## src/rdw_pkg.sv

```systemverilog
// shared types and constants for the relay duty and window scheduler
package rdw_pkg;

	localparam int CHANNELS   = 4;
	localparam int CH_W       = 2;
	localparam int LANE_W     = 4;
	localparam int MODE_W     = 2;
	localparam int PCT_W      = 7;
	localparam int PERIOD_W   = 16;
	localparam int WIN_W      = 32;
	localparam int MS_W       = 32;
	localparam int CFG_IDX_W  = 3;
	localparam int CFG_DATA_W = 64;
	localparam int PROD_W     = PCT_W + PERIOD_W;
	localparam int THR_W      = PROD_W + 4;

	localparam logic [PCT_W-1:0]    PCT_FULL    = 7'd100;
	localparam logic [PERIOD_W-1:0] MIN_PERIOD  = 16'd2;
	localparam logic [MS_W-1:0]     PHASE_RESET = 32'd86400;

	typedef logic [MODE_W-1:0] ctl_mode_t;
	localparam ctl_mode_t CTL_DUTY   = 2'd1;
	localparam ctl_mode_t CTL_WINDOW = 2'd2;

	localparam logic ITEM_TICK   = 1'b0;
	localparam logic ITEM_MANUAL = 1'b1;

	typedef enum logic [CFG_IDX_W-1:0] {
		REG_ON_LEVEL   = 3'd0,
		REG_MODES      = 3'd1,
		REG_PERCENTS   = 3'd2,
		REG_PERIODS    = 3'd3,
		REG_WSTART_LO  = 3'd4,
		REG_WSTART_HI  = 3'd5,
		REG_WLEN_LO    = 3'd6,
		REG_WLEN_HI    = 3'd7
	} cfg_reg_t;

	typedef struct packed {
		ctl_mode_t             mode;
		logic [PCT_W-1:0]      pct;
		logic [PERIOD_W-1:0]   period;
		logic [WIN_W-1:0]      win_start;
		logic [WIN_W-1:0]      win_len;
	} chan_cfg_t;

	typedef struct packed {
		logic toggle;
		logic restart;
	} chan_upd_t;

	typedef struct packed {
		logic              mode;
		logic [CH_W-1:0]   channel;
		logic              turn_on;
		logic [MS_W-1:0]   now_ms;
		logic [WIN_W-1:0]  epoch_s;
	} item_t;

endpackage

```

## src/rdw_item_if.sv

```systemverilog
// item channel: tick or manual command beats
interface rdw_item_if;
	logic        valid;
	logic        ready;
	logic        mode;
	logic [1:0]  channel;
	logic        turn_on;
	logic [31:0] now_ms;
	logic [31:0] epoch_s;

	modport source (output valid, mode, channel, turn_on, now_ms, epoch_s, input ready);
	modport sink (input valid, mode, channel, turn_on, now_ms, epoch_s, output ready);
endinterface

```

## src/rdw_result_if.sv

```systemverilog
// result channel: drive levels and switch mask
interface rdw_result_if;
	logic       valid;
	logic       ready;
	logic [3:0] relay_drive;
	logic [3:0] changed_mask;

	modport source (output valid, relay_drive, changed_mask, input ready);
	modport sink (input valid, relay_drive, changed_mask, output ready);
endinterface

```

## src/rdw_cfg_if.sv

```systemverilog
// configuration write channel
interface rdw_cfg_if;
	logic        valid;
	logic        ready;
	logic [2:0]  index;
	logic [63:0] data;

	modport source (output valid, index, data, input ready);
	modport sink (input valid, index, data, output ready);
endinterface

```

## src/rdw_cfg_regs.sv

```systemverilog
// configuration register file and per-channel field unpacking
module rdw_cfg_regs (
	input  logic                clk,
	input  logic                arst_n,
	rdw_cfg_if.sink             cfg,
	output logic                on_level,
	output rdw_pkg::chan_cfg_t  chan_cfg [rdw_pkg::CHANNELS]
);
	import rdw_pkg::*;

	logic                  on_level_q;
	logic [7:0]            modes_q;
	logic [27:0]           percents_q;
	logic [63:0]           periods_q;
	logic [63:0]           wstart_lo_q;
	logic [63:0]           wstart_hi_q;
	logic [63:0]           wlen_lo_q;
	logic [63:0]           wlen_hi_q;

	assign cfg.ready = 1'b1;
	assign on_level  = on_level_q;

	always_ff @(posedge clk or negedge arst_n) begin
		if (!arst_n) begin
			on_level_q  <= 1'b1;
			modes_q     <= '0;
			percents_q  <= '0;
			periods_q   <= '0;
			wstart_lo_q <= '0;
			wstart_hi_q <= '0;
			wlen_lo_q   <= '0;
			wlen_hi_q   <= '0;
		end else if (cfg.valid) begin
			unique case (cfg_reg_t'(cfg.index))
				REG_ON_LEVEL:  on_level_q  <= cfg.data[0];
				REG_MODES:     modes_q     <= cfg.data[7:0];
				REG_PERCENTS:  percents_q  <= cfg.data[27:0];
				REG_PERIODS:   periods_q   <= cfg.data;
				REG_WSTART_LO: wstart_lo_q <= cfg.data;
				REG_WSTART_HI: wstart_hi_q <= cfg.data;
				REG_WLEN_LO:   wlen_lo_q   <= cfg.data;
				REG_WLEN_HI:   wlen_hi_q   <= cfg.data;
				default: ;
			endcase
		end
	end

	// even channel in the low word, odd channel in the high word
	for (genvar c = 0; c < CHANNELS; c++) begin : g_chan
		assign chan_cfg[c].mode   = modes_q[MODE_W*c +: MODE_W];
		assign chan_cfg[c].pct    = percents_q[PCT_W*c +: PCT_W];
		assign chan_cfg[c].period = periods_q[PERIOD_W*c +: PERIOD_W];
		assign chan_cfg[c].win_start = (c < 2) ? wstart_lo_q[WIN_W*(c%2) +: WIN_W]
		                                       : wstart_hi_q[WIN_W*(c%2) +: WIN_W];
		assign chan_cfg[c].win_len   = (c < 2) ? wlen_lo_q[WIN_W*(c%2) +: WIN_W]
		                                       : wlen_hi_q[WIN_W*(c%2) +: WIN_W];
	end

endmodule

```

## src/rdw_chan.sv

```systemverilog
// per-channel tick decision: duty phase timing and date window test
module rdw_chan (
	input  rdw_pkg::chan_cfg_t        ccfg,
	input  logic                      relay_on,
	input  logic [rdw_pkg::MS_W-1:0]  phase_ms,
	input  logic [rdw_pkg::MS_W-1:0]  now_ms,
	input  logic [rdw_pkg::WIN_W-1:0] epoch_s,
	output rdw_pkg::chan_upd_t        upd
);
	import rdw_pkg::*;

	logic [PCT_W-1:0]    pct_sat;
	logic [PERIOD_W-1:0] per_sat;
	logic [PCT_W-1:0]    factor;
	logic [PROD_W-1:0]   prod;
	logic [THR_W-1:0]    thr;
	logic [MS_W-1:0]     elapsed;
	logic                hit;
	logic                duty_sw;
	logic [WIN_W:0]      win_end;
	logic                target;
	logic                win_sw;

	always_comb begin
		pct_sat = (ccfg.pct > PCT_FULL) ? PCT_FULL : ccfg.pct;
		per_sat = (ccfg.period < MIN_PERIOD) ? MIN_PERIOD : ccfg.period;
		// on phase length while energized, off phase length while released
		factor  = relay_on ? pct_sat : PCT_FULL - pct_sat;
		prod    = PROD_W'(factor) * PROD_W'(per_sat);
		// x10 ms per percent-second
		thr     = (THR_W'(prod) << 3) + (THR_W'(prod) << 1);
		elapsed = now_ms - phase_ms;
		hit     = elapsed >= MS_W'(thr);
		duty_sw = (ccfg.pct != '0) && (relay_on ? (pct_sat != PCT_FULL) && hit : hit);

		win_end = {1'b0, ccfg.win_start} + {1'b0, ccfg.win_len};
		target  = (epoch_s >= ccfg.win_start) && ({1'b0, epoch_s} < win_end);
		win_sw  = (ccfg.win_len != '0) && (target != relay_on);

		upd = '0;
		unique case (ccfg.mode)
			CTL_DUTY: begin
				upd.toggle  = duty_sw;
				upd.restart = duty_sw;
			end
			CTL_WINDOW: begin
				upd.toggle = win_sw;
			end
			default: ;
		endcase
	end

endmodule

```

## src/relay_duty_and_window_scheduler.sv

```systemverilog
// top level: four-channel relay timer with duty-cycle and date-window modes
// Takes one item per cycle while the output is not stalled, using a two-stage path: the item
// beat is captured in an input register, all channels are evaluated in parallel (one 7x16
// multiply and a 32-bit compare per channel) and the drive levels land in an output register;
// a new item can be taken every cycle while the result register is free or being drained, and
// relay state and duty phase timestamps update as the result is registered, so the next item
// always sees them. A manual command always flags its channel in changed_mask; a tick flags
// each channel that switched. Config writes are taken every cycle and must happen only while
// no item is in flight.
module relay_duty_and_window_scheduler (
	input  logic        clk,
	input  logic        arst_n,
	rdw_item_if.sink    items,
	rdw_result_if.source results,
	rdw_cfg_if.sink     cfg
);
	import rdw_pkg::*;

	logic                on_level;
	chan_cfg_t           chan_cfg [CHANNELS];
	chan_upd_t           upd [CHANNELS];

	item_t               item_s1;
	logic                valid_s1;
	logic                valid_s2;
	logic [LANE_W-1:0]   drive_s2;
	logic [LANE_W-1:0]   changed_s2;

	logic [CHANNELS-1:0] relay_on_q;
	logic [MS_W-1:0]     phase_q [CHANNELS];

	logic                advance;
	logic                fire;
	logic [CHANNELS-1:0] next_on;
	logic [CHANNELS-1:0] changed;
	logic [CHANNELS-1:0] drive;

	rdw_cfg_regs u_cfg (
		.clk      (clk),
		.arst_n   (arst_n),
		.cfg      (cfg),
		.on_level (on_level),
		.chan_cfg (chan_cfg)
	);

	for (genvar c = 0; c < CHANNELS; c++) begin : g_chan
		rdw_chan u_chan (
			.ccfg     (chan_cfg[c]),
			.relay_on (relay_on_q[c]),
			.phase_ms (phase_q[c]),
			.now_ms   (item_s1.now_ms),
			.epoch_s  (item_s1.epoch_s),
			.upd      (upd[c])
		);
	end

	assign advance     = !valid_s2 || results.ready;
	assign fire        = valid_s1 && advance;
	assign items.ready = !valid_s1 || advance;

	always_comb begin
		next_on = relay_on_q;
		changed = '0;
		for (int c = 0; c < CHANNELS; c++) begin
			if (item_s1.mode == ITEM_MANUAL) begin
				if (item_s1.channel == CH_W'(c)) begin
					next_on[c] = item_s1.turn_on;
					changed[c] = 1'b1;
				end
			end else if (upd[c].toggle) begin
				next_on[c] = !relay_on_q[c];
				changed[c] = 1'b1;
			end
		end
		drive = on_level ? next_on : ~next_on;
	end

	always_ff @(posedge clk or negedge arst_n) begin
		if (!arst_n) begin
			valid_s1   <= 1'b0;
			valid_s2   <= 1'b0;
			relay_on_q <= '0;
			for (int c = 0; c < CHANNELS; c++) begin
				phase_q[c] <= PHASE_RESET;
			end
		end else begin
			if (items.ready) begin
				valid_s1 <= items.valid;
			end
			if (advance) begin
				valid_s2 <= valid_s1;
			end
			if (fire) begin
				relay_on_q <= next_on;
				if (item_s1.mode == ITEM_TICK) begin
					for (int c = 0; c < CHANNELS; c++) begin
						if (upd[c].restart) begin
							phase_q[c] <= item_s1.now_ms;
						end
					end
				end
			end
		end
	end

	// payload registers
	always_ff @(posedge clk) begin
		if (items.valid && items.ready) begin
			item_s1.mode    <= items.mode;
			item_s1.channel <= items.channel;
			item_s1.turn_on <= items.turn_on;
			item_s1.now_ms  <= items.now_ms;
			item_s1.epoch_s <= items.epoch_s;
		end
		if (fire) begin
			drive_s2   <= LANE_W'(drive);
			changed_s2 <= LANE_W'(changed);
		end
	end

	assign results.valid        = valid_s2;
	assign results.relay_drive  = drive_s2;
	assign results.changed_mask = changed_s2;

endmodule

```

## src/flat_wrapper.sv

```systemverilog
// flat-port wrapper written by rule: the top's interface ports become plain ports
module relay_duty_and_window_scheduler_flat import rdw_pkg::*;
  (clk, arst_n, items_valid, items_mode, items_channel, items_turn_on, items_now_ms, items_epoch_s, items_ready, results_valid, results_relay_drive, results_changed_mask, results_ready, cfg_valid, cfg_index, cfg_data, cfg_ready);
  rdw_item_if items_i ();
  rdw_result_if results_i ();
  rdw_cfg_if cfg_i ();
  input  logic clk;
  input  logic arst_n;
  input wire logic [$bits(items_i.valid)-1:0] items_valid;
  input wire logic [$bits(items_i.mode)-1:0] items_mode;
  input wire logic [$bits(items_i.channel)-1:0] items_channel;
  input wire logic [$bits(items_i.turn_on)-1:0] items_turn_on;
  input wire logic [$bits(items_i.now_ms)-1:0] items_now_ms;
  input wire logic [$bits(items_i.epoch_s)-1:0] items_epoch_s;
  output wire logic [$bits(items_i.ready)-1:0] items_ready;
  output wire logic [$bits(results_i.valid)-1:0] results_valid;
  output wire logic [$bits(results_i.relay_drive)-1:0] results_relay_drive;
  output wire logic [$bits(results_i.changed_mask)-1:0] results_changed_mask;
  input wire logic [$bits(results_i.ready)-1:0] results_ready;
  input wire logic [$bits(cfg_i.valid)-1:0] cfg_valid;
  input wire logic [$bits(cfg_i.index)-1:0] cfg_index;
  input wire logic [$bits(cfg_i.data)-1:0] cfg_data;
  output wire logic [$bits(cfg_i.ready)-1:0] cfg_ready;
  assign items_i.valid = items_valid;
  assign items_i.mode = items_mode;
  assign items_i.channel = items_channel;
  assign items_i.turn_on = items_turn_on;
  assign items_i.now_ms = items_now_ms;
  assign items_i.epoch_s = items_epoch_s;
  assign items_ready = items_i.ready;
  assign results_valid = results_i.valid;
  assign results_relay_drive = results_i.relay_drive;
  assign results_changed_mask = results_i.changed_mask;
  assign results_i.ready = results_ready;
  assign cfg_i.valid = cfg_valid;
  assign cfg_i.index = cfg_index;
  assign cfg_i.data = cfg_data;
  assign cfg_ready = cfg_i.ready;
  relay_duty_and_window_scheduler u_core (.clk(clk), .arst_n(arst_n), .items(items_i), .results(results_i), .cfg(cfg_i));
endmodule
```

## config.mk

```make
export PLATFORM = sky130hd
export DESIGN_NAME = relay_duty_and_window_scheduler_flat
export DESIGN_NICKNAME = d
export VERILOG_FILES = /design/src/rdw_pkg.sv /design/src/rdw_item_if.sv /design/src/rdw_result_if.sv /design/src/rdw_cfg_if.sv /design/src/rdw_cfg_regs.sv /design/src/rdw_chan.sv /design/src/relay_duty_and_window_scheduler.sv /design/src/flat_wrapper.sv
export SDC_FILE = /design/constraint.sdc
export NUM_CORES = 2
export LEC_CHECK = 0
export BUFFER_PORTS_ARGS = -buffer_cell sky130_fd_sc_hd__buf_2
export CAP_MARGIN = 20
export CORE_UTILIZATION = 49
export CTS_CLUSTER_DIAMETER = 80
export DETAILED_ROUTE_END_ITERATION = 16
export GPL_TIMING_DRIVEN = 1
export SLEW_MARGIN = 25
export SYNTH_ARGS = -nofsm -noshare
export SYNTH_HDL_FRONTEND = slang
export SYNTH_SLANG_ARGS = --single-unit
export TNS_END_PERCENT = 10
```

## constraint.sdc

```tcl
create_clock -name clk -period 18.8 [get_ports clk]
set_input_delay 0 -clock clk [delete_from_list [all_inputs] [get_ports clk]]
set_output_delay 0 -clock clk [all_outputs]
set_load 0.01 [all_outputs]
```

After elaboration in Yosys (flattened, before gate mapping). Cells that the tools add are included.

Multipliers: 4. Muxes and demuxes: 49. Add/subtract/negate cells: 16. Bitwise operators: 2. Equal/unequal tests: 26. Magnitude comparators: 20. Reductions and logical operators: 48.

Operator list (number): adder 32 x 32 -> 33 bit (4); less-than comparator 32 x 33 -> 1 bit (4); greater-or-equal comparator 32 x 27 -> 1 bit (4); greater-or-equal comparator 32 bit (4); nonzero test 32 bit (4); subtractor 32 bit (4); adder 26 x 24 -> 27 bit (4); multiplier 7 x 16 -> 23 bit (4); less-than comparator 16 x 2 -> 1 bit (second input constant) (4); 2-to-1 mux 16 bit (4); 2-to-1 mux 7 bit (8); 2-to-1 mux 1 bit (32); > comparator 7 bit (second input constant) (4); != test 7 bit (second input constant) (4); nonzero test 7 bit (4); subtractor 7 bit (first input constant) (4); logical AND 1 bit (18); AND reduction 2 bit (8); == test 2 bit (second input constant) (6); == test 3 bit (second input constant) (4); AND reduction 3 bit (4); == test 2 x 1 -> 1 bit (second input constant) (5); one-hot mux 1 bit (2 select lines) (4); == test 3 x 2 -> 1 bit (second input constant) (2); 9 further kinds (18).

Flip-flop bits (word level): 567. Input bits: 140. Word-level logic and storage cells: 187.

Longest topological paths before layout.
Word-level depth: 15. Gate-level depth with buffers: 56. Gate-level depth less buffers: 55.

Cells and area by module. Synthesis repeated with hierarchy kept, for this count alone.

Cell total of the unflattened synthesis: 6625. Area total of the unflattened synthesis: 62887.8 um^2.

Modules (own cells, without submodules): rdw_cfg_regs (times used 1, area each 13643.1 um^2, cells an instance 762); rdw_chan at u_core.g_chan[1].u_chan (times used 1, area each 10447.5 um^2, cells an instance 1391); rdw_chan at u_core.g_chan[2].u_chan (times used 1, area each 10388.7 um^2, cells an instance 1365); rdw_chan at u_core.g_chan[3].u_chan (times used 1, area each 10358.7 um^2, cells an instance 1343); rdw_chan at u_core.g_chan[0].u_chan (times used 1, area each 10298.6 um^2, cells an instance 1342); relay_duty_and_window_scheduler (times used 1, area each 7751.2 um^2, cells an instance 422).

Worst setup path after synthesis. No wires, ideal clock.

Path kind: register to register. Start: register u_core.u_cfg.percents_q[15]. End: register u_core.drive_s2[2] (netlist: u_core.results.relay_drive[2]), data pin. Period minus slack after synthesis: 10.933 ns. Required time: 18.536 ns. Cell stages (with the launch flop): 53. Arrival time: 10.669 ns. Path slack: 7.867 ns. Buffers on the path: 1. Setup time: 0.264 ns. Path through: dfrtp_1 -> o21ai_0 -> nand2_1 -> nand3_1 -> and2_1 -> inv_1 -> ha_1 -> nand3_1 -> nand2_1 -> o21ai_0 -> and2_1 -> xor2_1 -> clkbuf_1 -> nand2b_1 -> fa_1 -> fa_1 -> inv_1 -> fa_1 -> [... 17 more ...] -> o41ai_2 -> and4b_1 -> a2111oi_2 -> o31ai_2 -> a32o_1 -> a221oi_1 -> ha_1 -> o21ai_0 -> nand2b_1 -> a311oi_1 -> nand3_1 -> or3_1 -> a2111oi_2 -> a31oi_1 -> o21a_1 -> a31oi_1 -> o21ai_1 -> xnor2_1.

Cells in the longest elaborated chain, start to end: 15. Elaborated cells on any way between the ends: 17. Classes of those cells: 2 x add/sub; 1 x mul; 2 x order compare; 1 x eq/ne; 7 x mux; 1 x bitwise; 3 x reduce/logical.

RTL lines: start: declaration (RTL line rdw_cfg_regs.sv:13) `logic [27:0] percents_q;`; start signal: assignment (RTL line rdw_cfg_regs.sv:37) `REG_PERCENTS: percents_q <= cfg.data[27:0];`; > comparator 7 bit (RTL line rdw_chan.sv:25) `pct_sat = (ccfg.pct > PCT_FULL) ? PCT_FULL : ccfg.pct;`; 2-to-1 mux 7 bit (RTL line rdw_chan.sv:25); subtractor 7 bit (RTL line rdw_chan.sv:28) `factor = relay_on ? pct_sat : PCT_FULL - pct_sat;`; 2-to-1 mux 7 bit (RTL line rdw_chan.sv:28); multiplier 7 x 16 -> 23 bit (RTL line rdw_chan.sv:29) `prod = PROD_W'(factor) * PROD_W'(per_sat);`; adder 26 x 24 -> 27 bit (RTL line rdw_chan.sv:31) `thr = (THR_W'(prod) << 3) + (THR_W'(prod) << 1);`; greater-or-equal comparator 32 x 27 -> 1 bit (RTL line rdw_chan.sv:33) `hit = elapsed >= MS_W'(thr);`; logical AND 1 bit (RTL line rdw_chan.sv:34) `duty_sw = (ccfg.pct != '0) && (relay_on ? (pct_sat != PCT_FULL) && hit : hit);`; 2-to-1 mux 1 bit (RTL line rdw_chan.sv:34); logical AND 1 bit * (RTL line rdw_chan.sv:34); one-hot mux 1 bit (2 select lines) * (RTL line rdw_chan.sv:41) `unique case (ccfg.mode)`; 2-to-1 mux 1 bit * (RTL line relay_duty_and_window_scheduler.sv:70) `end else if (upd[c].toggle) begin`; 2-to-1 mux 1 bit * (RTL line relay_duty_and_window_scheduler.sv:65) `if (item_s1.mode == ITEM_MANUAL) begin`; NOT 4 bit (RTL line relay_duty_and_window_scheduler.sv:75) `drive = on_level ? next_on : ~next_on;`; 2-to-1 mux 4 bit * (RTL line relay_duty_and_window_scheduler.sv:75); net u_core.drive[2] (RTL line relay_duty_and_window_scheduler.sv:36) `logic [CHANNELS-1:0] drive;`; end signal: assignment (RTL line relay_duty_and_window_scheduler.sv:116) `drive_s2 <= LANE_W'(drive);`; end: declaration (RTL line relay_duty_and_window_scheduler.sv:26) `logic [LANE_W-1:0] drive_s2;`.

Mark *: on every way through the listed nets, which the timed path passes. The rest lies on a longest branch. A chain may end at the register's enable or synchronous reset.

Worst setup path after layout.
Start: register u_core.u_cfg.percents_q[8]. End: register u_core.phase_q[82] (netlist bit).

Cells in the longest elaborated chain, start to end: 12. Elaborated cells on any way between the ends: 14. Classes of those cells: 2 x add/sub; 1 x mul; 2 x order compare; 1 x eq/ne; 4 x mux; 4 x reduce/logical.

RTL lines: > comparator 7 bit (RTL line rdw_chan.sv:25); 2-to-1 mux 7 bit (RTL line rdw_chan.sv:25); subtractor 7 bit (RTL line rdw_chan.sv:28); 2-to-1 mux 7 bit (RTL line rdw_chan.sv:28); multiplier 7 x 16 -> 23 bit (RTL line rdw_chan.sv:29); adder 26 x 24 -> 27 bit (RTL line rdw_chan.sv:31); greater-or-equal comparator 32 x 27 -> 1 bit (RTL line rdw_chan.sv:33); logical AND 1 bit (RTL line rdw_chan.sv:34); 2-to-1 mux 1 bit (RTL line rdw_chan.sv:34); logical AND 1 bit * (RTL line rdw_chan.sv:34); 2-to-1 mux 1 bit * (RTL line rdw_chan.sv:41); AND reduction 3 bit (no source line) *; end signal: indexed assignment (RTL line relay_duty_and_window_scheduler.sv:98) `phase_q[c] <= item_s1.now_ms;`; end: declaration (RTL line relay_duty_and_window_scheduler.sv:30) `logic [MS_W-1:0] phase_q [CHANNELS];`.

Mark *: on every way between the ends. The rest lies on a longest branch, timed or not.

==> run_results.csv <==
group,metric,value,unit
drt,first_iter_violations,2740,
die,dieHeight,353,microns
clock_tree,clk_pin_slew_worst_paths,0.06,ns
die,chipWidth,353,microns
drt,first_pass_iters,6,
hold_path,hp-class,"in2reg",
sta,rsz0062_at_grt,"false",
cells_and_area,drive_gt1_share,10.4,%
logic_synthesis,ys_seq_area_share,24.1,%
die,io_pins,151,
logic_synthesis,yosys.area.top_type,"dfrtp_1",
drt,wl,168000,microns
clock_tree,post-cts-setup-buffers,0,
sta,worstMarginPinSlew,0.998,ns
sta,final-setup-viol-count,0,
run,cap_viol_max_count,0,
global_route,grt_pass1_vias,49400,
clock_tree,insertion_delay,0.69,ns
worst_setup_path,slowest_stage,"o31ai_1",
clock_tree,cts_buffer_depth,3,
logic_synthesis,netlist_area,0.0605,sq mm
logic_synthesis,synth_top_area_share,19.4,%
placement,numPortBuffers,149,
logic_synthesis,ys_ff_latch,567,
logic_synthesis,synth-edff-count,76,
drt,route.detailed.drc,0,
sta,slew_violations,0,
placement,gp_congestion,0.919,
global_route,grt_overflow,0,
logic_synthesis,synth.distinct_cells,90,
worst_setup_path,end_kind,"flip-flop",
sta,relSlewSlack,32.9,%
worst_setup_path,cp.required,19.34,ns
global_route,grt_pass1_wl,269000,microns
die,core_area,0.122,sq mm
drt,drtAntennaViolNets,0,
drt,vias,48700,
logic_synthesis,yosysWarnings,0,
sta,fmax,81.7,MHz
sta,fin_skew,0.0542,ns
sta,period_share,65.1,%
die,start_util,49.5,%
sta,hold_viol_final,0,
placement,hpwl,129000,microns
worst_setup_path,critical_path_class,"reg2reg",
die,core.rowCount,128,
logic_synthesis,syn_inst,6576,
worst_setup_path,start_kind,"flip-flop",
clock_tree,cts_buffers,72,
clock_tree,cts_max_level,3,
clock_tree,cts_root_buffer,"clkbuf_16",
outcome,status,"finished, final reports clean",
logic_synthesis,syn-num-nets,7872,
sta,fin_setup_tns,0,ns
worst_setup_path,cp_data_arrival_time,12.77,ns
clock_tree,cts_tree,"built",
global_route,antenna_found_initial,6,
logic_synthesis,synth-async-reset-ratio,86.6,%
drt,viasPerCell,5.69,
global_route,grt_max_degree,178,
die,dieArea,0.125,sq mm
logic_synthesis,synth.most_common_cell,"ha_1",
drt,routedWlPerCell,19.7,microns
logic_synthesis,synth_top_cells_by_count,"ha_1 (868), inv_1 (728), nand2_1 (483)",
global_route,track_usage,27.0,%
worst_setup_path,path_max_fanout,33,
worst_setup_path,cpPeakStageDelay,0.82,ns
cells_and_area,fillers,11100,
sta,fin_crit,12.23,ns
logic_synthesis,syn_area_per_cell,9.20,sq um
logic_synthesis,synth_area_leaders,"dfrtp_1 (19%), ha_1 (18%), fa_1 (9.5%)",
logic_synthesis,synth-main-ff-cell,"dfrtp_1",
cells_and_area,finalNetCount,8168,
cells_and_area,syn2layout_area_growth,11.5,%
clock_tree,cts_sinks,567,
-- placed cells by master, fill, tap and decap left out, types with 49 or more instances in the layout --
cell / n
and2_1: 215
o21ai_0: 376
buf_2: 148
xor2_1: 157
nand2b_1: 103
ha_1: 868
o21a_1: 76
nand2_1: 483
xnor2_1: 250
o21bai_1: 67
fa_1: 288
nor2b_1: 156
nor3_1: 80
a21o_1: 247
nor4_1: 71
clkbuf_16: 73
nand4_1: 66
dfrtp_1: 470
a21oi_1: 451
dlygate4sd3_1: 177
inv_1: 728
edfxtp_1: 76
nand3_1: 79
nor2_1: 233
a31oi_1: 49
mux2_2: 341
-- path summary, 6_finish.rpt --
path | cells past startpoint | to | start | slack (ns)
setup reg to reg | 47 | u_core.phase_q[82] | u_core.u_cfg.percents_q[8] | 6.57
hold / removal | 2 | u_core.item_s1[45] | items_now_ms[13] | 0.06
max in group asynchronous | 7 | u_core.u_cfg.wlen_hi_q[62] | arst_n | 15.78
setup / recovery | 47 | u_core.phase_q[82] | u_core.u_cfg.percents_q[8] | 6.57
hold reg to reg | 1 | u_core.phase_q[61] | u_core.phase_q[61] | 0.49
min in group asynchronous | 3 | u_core.phase_q[108] | arst_n | 0.56
-- worst max-delay path: cells and delay by family, from the launching register on --
kind,cells,cell delay [ns]
AOI/OAI and AO/OA,21,5.17
adders and majority gates,8,3.35
and+or+nand+nor,12,2.09
buffers and inverters,5,0.69
DFF,1,0.42
muxes,1,0.39
-- layer usage --
| metal | track usage [%] | vias to the layer above | part of all wire (%) |
|---|---|---|---|
| met4 | 8.43 | 0 | 3.1 |
| met1 | 36.2 | 23700 | 46 |
| met5 | 0 | - | 0 |
| met3 | 3.19 | 246 | 4.0 |
| met2 | 45.3 | 993 | 47 |
| li1 | - | 23700 | - |
-- area by class of cell --
| type | count | area (sq um) | share of cell area, % |
|---|---|---|---|
| tap | 1625 | 2030 | 3.01 |
| clock buffer | 89 | 1960 | 2.90 |
| multi-input combinational | 5133 | 42700 | 63.2 |
| sequential | 567 | 14600 | 21.6 |
| timing repair buffer | 370 | 2960 | 4.38 |
| clock inverter | 42 | 522 | 0.773 |
| antenna | 1 | 2.50 | 0.00371 |
| inverter | 728 | 2730 | 4.05 |
-- cells by family (layout without fill, tap and decap cells) --
logic type,count (synthesis),after routing,share of synthesized area (%)
buffers and inverters,876,1229,5.48
flip-flops,567,567,24.1
adder cells (fa/ha/maj),1156,1156,27.5
multiplexers,362,362,6.71
other,1,2,0.00620
XOR/XNOR,408,408,5.93
AO/OA/AOI/OAI,1587,1587,16.7
AND/OR/NAND/NOR,1619,1619,13.6
-- state kept, by name, indices dropped and copies added, names as in the netlist, 4 cells and up --
signal,flops
u_core.item_s1,68
u_core.phase_q,128
u_core.relay_on_q,4
u_core.results.changed_mask,4
u_core.results.relay_drive,4
u_core.u_cfg.modes_q,8
u_core.u_cfg.percents_q,28
u_core.u_cfg.periods_q,64
u_core.u_cfg.wlen_hi_q,64
u_core.u_cfg.wlen_lo_q,64
u_core.u_cfg.wstart_hi_q,64
u_core.u_cfg.wstart_lo_q,64
-- timing repair --
action,4_1_cts,5_1_grt
hold endpoints to repair,531,0
hold buffers,178,0
resized for setup,0,0
-- metrics by stage --
step,hold WS [ns],util (%),instance area (sq um),setup slack (ns),instances
final,0.0633,55.2,67500,6.57,8555
after detailed placement,-0.0160,51.6,63100,6.45,8242
after CTS,0.00717,55.1,67400,6.38,8551
after global placement,-0.0174,51.6,63100,6.89,8242
after floorplan,-0.296,-,60500,7.87,6576
after global routing,0.0381,55.2,67500,5.50,8554
Power is not shown: default switching activity piles up to over one toggle a cycle in this logic, so the estimate is an artifact.
